==> src/rtl/skt_pkg.sv <==
`timescale 1ns / 1ps

package skt_pkg;

   localparam int unsigned DEPTH   = 32;
   localparam int unsigned IDX_W   = $clog2(DEPTH);
   localparam int unsigned CNT_W   = $clog2(DEPTH + 1);
   localparam int unsigned KEY_W   = 32;
   localparam int unsigned SCORE_W = 32;
   localparam int unsigned ENTRY_W = KEY_W + SCORE_W;
   localparam int unsigned STAT_W  = 3;
   localparam int unsigned OP_W    = 2;
   localparam int unsigned COUNT_W = 6;

   localparam logic [OP_W-1:0] OP_INSERT = 2'd0;
   localparam logic [OP_W-1:0] OP_DELETE = 2'd1;
   localparam logic [OP_W-1:0] OP_DUMP   = 2'd2;

   localparam logic [STAT_W-1:0] ST_DONE     = 3'd0;
   localparam logic [STAT_W-1:0] ST_NOTFOUND = 3'd1;
   localparam logic [STAT_W-1:0] ST_EMPTY    = 3'd2;
   localparam logic [STAT_W-1:0] ST_FULL     = 3'd3;
   localparam logic [STAT_W-1:0] ST_ENTRY    = 3'd4;

   typedef struct packed {
      logic [OP_W-1:0]         operation;
      logic signed [KEY_W-1:0] key;
      logic [SCORE_W-1:0]      score_bits;
   } req_type;

   typedef struct packed {
      logic [STAT_W-1:0]       status;
      logic signed [KEY_W-1:0] entry_key;
      logic [SCORE_W-1:0]      entry_score;
      logic [COUNT_W-1:0]      entry_count;
      logic                    last;
   } rsp_type;

endpackage

==> src/rtl/skt_ram.sv <==
`timescale 1ns / 1ps

module skt_ram #(
   parameter int unsigned DEPTH = 32,
   parameter int unsigned WIDTH = 64,
   localparam int unsigned ADDR_W = $clog2(DEPTH)
) (
   input  logic              clock,
   input  logic              wr_en,
   input  logic [ADDR_W-1:0] wr_addr,
   input  logic [WIDTH-1:0]  wr_data,
   input  logic              rd_en,
   input  logic [ADDR_W-1:0] rd_addr,
   output logic [WIDTH-1:0]  rd_data
);

   logic [WIDTH-1:0] mem_ff [DEPTH];
   logic [WIDTH-1:0] rd_data_ff;

   always_ff @(posedge clock) begin
      if (wr_en) begin
         mem_ff[wr_addr] <= wr_data;
      end
      if (rd_en) begin
         rd_data_ff <= mem_ff[rd_addr];
      end
   end

   assign rd_data = rd_data_ff;

endmodule

==> src/rtl/sorted_key_table.sv <==
`timescale 1ns / 1ps

// channel     | ports                        | handshake
// ------------+------------------------------+-------------------------------------
// request     | start, busy, req_payload     | taken when start high and busy low
// response    | rsp_strobe, rsp_payload      | one cycle per result, never stalled
//
// one table entry is visited per cycle through the single-port read of the entry
// memory: insert walks down from the top entry to the first key below the new key or
// the bottom, delete and dump visit every held entry, refusals visit none
// dump streams one result per cycle, back to back, with last on the final entry
// reset clears the state, entry count and control flags; entry memory is never cleared
// the receiver cannot stall, so each result is registered and leaves in the cycle after it is formed
module sorted_key_table
   import skt_pkg::*;
(
   input  logic    clock,
   input  logic    reset,
   input  logic    start,
   output logic    busy,
   input  req_type req_payload,
   output logic    rsp_strobe,
   output rsp_type rsp_payload
);

   typedef enum logic [1:0] {
      S_IDLE,
      S_INSERT,
      S_DELETE,
      S_DUMP
   } state_type;

   state_type               state_ff;
   logic [CNT_W-1:0]        count_ff;
   logic signed [KEY_W-1:0] key_ff;
   logic [SCORE_W-1:0]      score_ff;
   logic                    rd_valid_ff;
   logic [IDX_W-1:0]        rd_idx_ff;
   logic                    found_ff;
   logic                    rsp_strobe_ff;
   rsp_type                 rsp_ff;

   logic                    rd_en;
   logic [IDX_W-1:0]        rd_addr;
   logic [ENTRY_W-1:0]      rd_data;
   logic                    wr_en;
   logic [IDX_W-1:0]        wr_addr;
   logic [ENTRY_W-1:0]      wr_data;

   logic signed [KEY_W-1:0] rd_key;
   logic [SCORE_W-1:0]      rd_score;
   logic                    key_ge;
   logic                    key_eq;
   logic                    table_full;
   logic                    table_empty;
   logic [IDX_W-1:0]        last_idx;

   function automatic rsp_type make_rsp(logic [STAT_W-1:0] status,
                                        logic signed [KEY_W-1:0] entry_key,
                                        logic [SCORE_W-1:0] entry_score,
                                        logic [CNT_W-1:0] count,
                                        logic last);
      rsp_type r;
      r.status      = status;
      r.entry_key   = entry_key;
      r.entry_score = entry_score;
      r.entry_count = COUNT_W'(count);
      r.last        = last;
      return r;
   endfunction

   assign rd_key      = rd_data[ENTRY_W-1:SCORE_W];
   assign rd_score    = rd_data[SCORE_W-1:0];
   assign key_ge      = (rd_key >= key_ff);
   assign key_eq      = (rd_key == key_ff);
   assign table_full  = (count_ff == CNT_W'(DEPTH));
   assign table_empty = (count_ff == '0);
   assign last_idx    = IDX_W'(count_ff - 1'b1);

   skt_ram #(
      .DEPTH (DEPTH),
      .WIDTH (ENTRY_W)
   ) u_ram (
      .clock   (clock),
      .wr_en   (wr_en),
      .wr_addr (wr_addr),
      .wr_data (wr_data),
      .rd_en   (rd_en),
      .rd_addr (rd_addr),
      .rd_data (rd_data)
   );

   // insert walks down from the top entry, moving each key at or above the new key up one slot;
   // delete walks up from the bottom, pulling entries down once the match is passed
   always_comb begin
      rd_en   = 1'b0;
      rd_addr = rd_idx_ff;
      wr_en   = 1'b0;
      wr_addr = rd_idx_ff;
      wr_data = rd_data;
      unique case (state_ff)
         S_IDLE: begin
            if (start && !table_empty) begin
               if (req_payload.operation == OP_INSERT && !table_full) begin
                  rd_en   = 1'b1;
                  rd_addr = last_idx;
               end else if (req_payload.operation == OP_DELETE ||
                            req_payload.operation == OP_DUMP) begin
                  rd_en   = 1'b1;
                  rd_addr = '0;
               end
            end
         end
         S_INSERT: begin
            wr_en = 1'b1;
            if (!rd_valid_ff) begin
               wr_addr = '0;
               wr_data = {key_ff, score_ff};
            end else if (key_ge) begin
               wr_addr = IDX_W'(rd_idx_ff + 1'b1);
               if (rd_idx_ff != '0) begin
                  rd_en   = 1'b1;
                  rd_addr = IDX_W'(rd_idx_ff - 1'b1);
               end
            end else begin
               wr_addr = IDX_W'(rd_idx_ff + 1'b1);
               wr_data = {key_ff, score_ff};
            end
         end
         S_DELETE: begin
            if (found_ff) begin
               wr_en   = 1'b1;
               wr_addr = IDX_W'(rd_idx_ff - 1'b1);
            end
            if (rd_idx_ff != last_idx) begin
               rd_en   = 1'b1;
               rd_addr = IDX_W'(rd_idx_ff + 1'b1);
            end
         end
         S_DUMP: begin
            if (rd_idx_ff != last_idx) begin
               rd_en   = 1'b1;
               rd_addr = IDX_W'(rd_idx_ff + 1'b1);
            end
         end
         default: begin
         end
      endcase
   end

   always_ff @(posedge clock) begin
      if (reset) begin
         state_ff      <= S_IDLE;
         count_ff      <= '0;
         rd_valid_ff   <= 1'b0;
         found_ff      <= 1'b0;
         rsp_strobe_ff <= 1'b0;
      end else begin
         rsp_strobe_ff <= 1'b0;
         rd_valid_ff   <= rd_en;
         if (rd_en) begin
            rd_idx_ff <= rd_addr;
         end
         unique case (state_ff)
            S_IDLE: begin
               if (start) begin
                  key_ff   <= req_payload.key;
                  score_ff <= req_payload.score_bits;
                  found_ff <= 1'b0;
                  priority if (req_payload.operation == OP_INSERT) begin
                     if (table_full) begin
                        rsp_strobe_ff <= 1'b1;
                        rsp_ff <= make_rsp(ST_FULL, req_payload.key, '0, count_ff, 1'b1);
                     end else begin
                        state_ff <= S_INSERT;
                     end
                  end else if (req_payload.operation == OP_DELETE ||
                               req_payload.operation == OP_DUMP) begin
                     if (table_empty) begin
                        rsp_strobe_ff <= 1'b1;
                        rsp_ff <= make_rsp(ST_EMPTY, req_payload.key, '0, count_ff, 1'b1);
                     end else if (req_payload.operation == OP_DELETE) begin
                        state_ff <= S_DELETE;
                     end else begin
                        state_ff <= S_DUMP;
                     end
                  end else begin
                     // unused operation code: no result
                  end
               end
            end
            S_INSERT: begin
               if (!rd_valid_ff || !key_ge) begin
                  count_ff      <= CNT_W'(count_ff + 1'b1);
                  rsp_strobe_ff <= 1'b1;
                  rsp_ff <= make_rsp(ST_DONE, key_ff, '0, CNT_W'(count_ff + 1'b1), 1'b1);
                  state_ff      <= S_IDLE;
               end
            end
            S_DELETE: begin
               if (!found_ff && key_eq) begin
                  found_ff <= 1'b1;
               end
               if (rd_idx_ff == last_idx) begin
                  rsp_strobe_ff <= 1'b1;
                  state_ff      <= S_IDLE;
                  if (found_ff || key_eq) begin
                     count_ff <= CNT_W'(count_ff - 1'b1);
                     rsp_ff <= make_rsp(ST_DONE, key_ff, '0,
                                        CNT_W'(count_ff - 1'b1), 1'b1);
                  end else begin
                     rsp_ff <= make_rsp(ST_NOTFOUND, key_ff, '0, count_ff, 1'b1);
                  end
               end
            end
            S_DUMP: begin
               rsp_strobe_ff <= 1'b1;
               rsp_ff <= make_rsp(ST_ENTRY, rd_key, rd_score, count_ff,
                                  rd_idx_ff == last_idx);
               if (rd_idx_ff == last_idx) begin
                  state_ff <= S_IDLE;
               end
            end
            default: begin
               state_ff <= S_IDLE;
            end
         endcase
      end
   end

   assign busy        = (state_ff != S_IDLE);
   assign rsp_strobe  = rsp_strobe_ff;
   assign rsp_payload = rsp_ff;

   assert property (@(posedge clock) disable iff (reset)
      count_ff <= CNT_W'(DEPTH))
      else $error("entry count above table depth");

   assert property (@(posedge clock) disable iff (reset)
      start && !busy && req_payload.operation == OP_INSERT && table_full
      |=> rsp_strobe && rsp_payload.status == ST_FULL && $stable(count_ff))
      else $error("insert into full table not refused");

   assert property (@(posedge clock) disable iff (reset)
      rsp_strobe && !rsp_payload.last |=> rsp_strobe)
      else $error("dump stream broken before last entry");

   assert property (@(posedge clock) disable iff (reset)
      wr_en |-> state_ff == S_INSERT || state_ff == S_DELETE)
      else $error("entry memory written outside insert or delete");

endmodule

==> config.mk <==
export PLATFORM = sky130hd
export DESIGN_NAME = sorted_key_table
export DESIGN_NICKNAME = d
export VERILOG_FILES = /design/src/rtl/skt_pkg.sv /design/src/rtl/skt_ram.sv /design/src/rtl/sorted_key_table.sv
export SDC_FILE = /design/constraint.sdc
export NUM_CORES = 2
export LEC_CHECK = 0
export BUFFER_PORTS_ARGS = -buffer_cell sky130_fd_sc_hd__buf_2
export CORE_MARGIN = 2
export CORE_UTILIZATION = 37
export DETAILED_ROUTE_END_ITERATION = 10
export PLACE_DENSITY_LB_ADDON = 0.12
export SKIP_CTS_REPAIR_TIMING = 1
export SLEW_MARGIN = 20
export SYNTH_ARGS = -nofsm -noshare
export SYNTH_HDL_FRONTEND = slang
export SYNTH_SLANG_ARGS = --single-unit
export TNS_END_PERCENT = 50
==> constraint.sdc <==
create_clock -name clock -period 28 [get_ports clock]
set_input_delay 5.6 -clock clock [delete_from_list [all_inputs] [get_ports clock]]
set_output_delay 5.6 -clock clock [all_outputs]
set_load 0.1 [all_outputs]
==> results.ini <==
[outcome]
outcome = complete, no violations

[setup_path]
worstPathRequired_ns = 28.70
crit_buf_inv = 6
ff2ff_setup_slack_ns = 20.21
crit_start = req_payload[65]
path_cells = buf_2 > inv_1 > ha_1 > nand2_1 > or2_2 > o211ai_1 > nand4_1 > and4_1 > mux2_8 > inv_8 > buf_4 > buf_4 > buf_4 > nand2_1 > nand3_1 > a21oi_1 > or4_1 > nor3_1
cp-start-kind = input pin
reg2reg_depth = 15
cp-end-kind = flip-flop
cp_common_cell = buf_4
r2r_start = u_ram.rd_data[63]
cp_slowest_cell = buf_4
path_delay_family = buffers and inverters
critPathKind = in2reg
worstPathArrival_ns = 12.13
crit_path_max_incr_delay_ns = 0.84
worstPathMaxFanout = 133
reg2reg_to = u_ram.rd_data[41]

[grt]
antenna_found_initial = 12
grt_pass1_vias = 52550
grtUsageTotal_pct = 21.85
grt_max_degree = 175
grt_pass1_wl_mm = 395.2
grt.overflow.total = 0

[yosys]
synth_area_leader_cell = edfxtp_1
ys_seq_area_share_pct = 75.14
synth_cell_types = 71
syn_area_mm2 = 0.09042
synth_flop_cell = edfxtp_1
synth_cells = 6456
ys_top_cells_by_count = edfxtp_1 (2,255), nand2_1 (1,602), nand3_1 (516)
yosys_register_bits = 2266
synthTopCellsByArea = edfxtp_1 (75%), nand2_1 (6.7%), mux2i_1 (4.0%)
synth_top_area_share_pct = 74.89
synth_edf_count = 2255
yosys_warnings = 0
yosys.cell_count.top_type = edfxtp_1
synthesis.nets = 6568
syn_avg_cell_area_um2 = 14.00
async_flop_share_pct = 0

[hold_path]
hold_depth = 1
worstHoldEndpoint = rsp_payload[25]
hold_class = reg2reg
min_from = u_ram.rd_data[18]

[placement]
portBuffers = 144
dp.cells = 9536
dp_hpwl_mm = 136.9
gp_congestion = 0.7862

[sta]
report.final.slew_viol_count = 0
period_minus_slack_ns = 11.43
finalSetupTns_ns = 0
finalCritPeriodShare_pct = 40.83
finalHoldViolations = 0
hold_slack_ns = 0.5736
slew_headroom_pct = 23.20
tightest_slew_ns = 1.152
finClkSkew_ns = 0.05387
rsz0062_at_grt = false
fmax_mhz = 87.47
finalSetupViolations = 0

[cells_and_area]
utilization_pct = 42.26
drive_gt1_share_pct = 11.03
fill_cells = 22120
fin_cells = 9984
nNetsFinal = 6686
area_growth_syn_to_layout_pct = 13.59

[floorplanning]
dieArea_mm2 = 0.2483
dieWidth_um = 498.3
fp.dieH_um = 498.3
initial_utilization_pct = 37.21
ios = 145
core_mm2 = 0.2430
rows = 181

[drt]
drc = 0
ant_nets = 0
vias_per_cell = 5.470
drt_iter0_drc = 6124
wire_per_inst_um = 27.79
wirelength_mm = 277.5
dr_total_vias = 54610
firstDrtPassIters = 6

[cts]
cts_buffer_depth = 3
worstSkewPairLatency_ns = 0.89
cts_tree = done
cts_buffers = 237
cts.sinks = 2266
root_buffer = clkbuf_16
htree_levels = 4
cts.clk_slew.worst_paths_ns = 0.06

[run]
maxCapViolCount = 0

[per-layer routing]
layer	up-vias	global-route usage, %	routed length, um
met4	2	5.107	5675
met1	28070	31.88	125900
met5	-	0	13
met3	349	3.056	17010
li1	24300	-	-
met2	1896	34.59	128900
[area by class of cell]
class / instances / area, um^2 / area share (%)
flip-flops and latches: 2266 / 67940 / 66.15
multi-input cells: 3706 / 20750 / 20.21
clock buffers: 288 / 6205 / 6.041
well taps: 3202 / 4006 / 3.901
repair buffers: 279 / 1894 / 1.844
clock inverters: 157 / 1575 / 1.534
inverters: 84 / 330.3 / 0.3216
diodes: 2 / 5.005 / 0.004873
[layout by cell type, fill, tap and decap left out, types with 31 or more instances in the layout]
master	Yosys	final
clkbuf_1	221	45
nand3_1	516	514
a21oi_1	277	276
edfxtp_1	2255	2255
a222oi_1	32	32
and3_1	175	175
inv_1	82	81
mux2i_1	357	357
nor2_1	67	31
a31oi_1	144	144
clkbuf_16	0	239
mux2_2	64	63
clkinv_1	0	64
ha_1	43	41
clkinv_2	0	44
buf_4	9	124
nor2_4	0	35
buf_2	122	144
or4_1	63	63
nor3_1	70	70
nand2_1	1602	1602
o22ai_1	133	133
[worst max-delay path by stage]
stage / end / slack (ns) / cells after the start
after detailed placement: u_ram.rd_data[41] / 15.72 / 18
after CTS: u_ram.rd_data[41] / 16.65 / 18
after floorplan: rsp_payload[0] / 9.39 / 6
final: u_ram.rd_data[41] / 16.57 / 18
after global routing: u_ram.rd_data[41] / 16.16 / 18
after global placement: u_ram.rd_data[42] / 15.74 / 18
[metrics by stage]
stage          setup WS (ns)  instance area [um^2]
6_report               16.57                102700
5_1_grt                16.16                102700
4_1_cts                16.65                102700
3_5_place_dp           15.72                 94890
3_3_place_gp           15.74                 94810
2_1_floorplan          9.393                 90420
[flip-flops by register name, summed over array words and instances, names as in the netlist]
name and flops:
count_ff 6, found_ff 1, key_ff 32, rd_idx_ff 5, rd_valid_ff 1, rsp_payload 74, rsp_strobe 1, score_ff 32
state_ff 2, u_ram.mem_ff 2048, u_ram.rd_data 64
[cells by family after synthesis]
group	Yosys count	share of synthesized area, %
xor gates and xnor gates	14	0.1827
muxes	427	4.899
DFF	2266	75.14
and+or+nand+nor	2555	12.41
AOI/OAI and AO/OA	667	4.479
adders and majority gates	43	0.5951
buffers and inverters	484	2.299
Power is left out: the tool's default activity adds up to more than one toggle a clock period on the data nets, which glitch-free logic cannot reach.
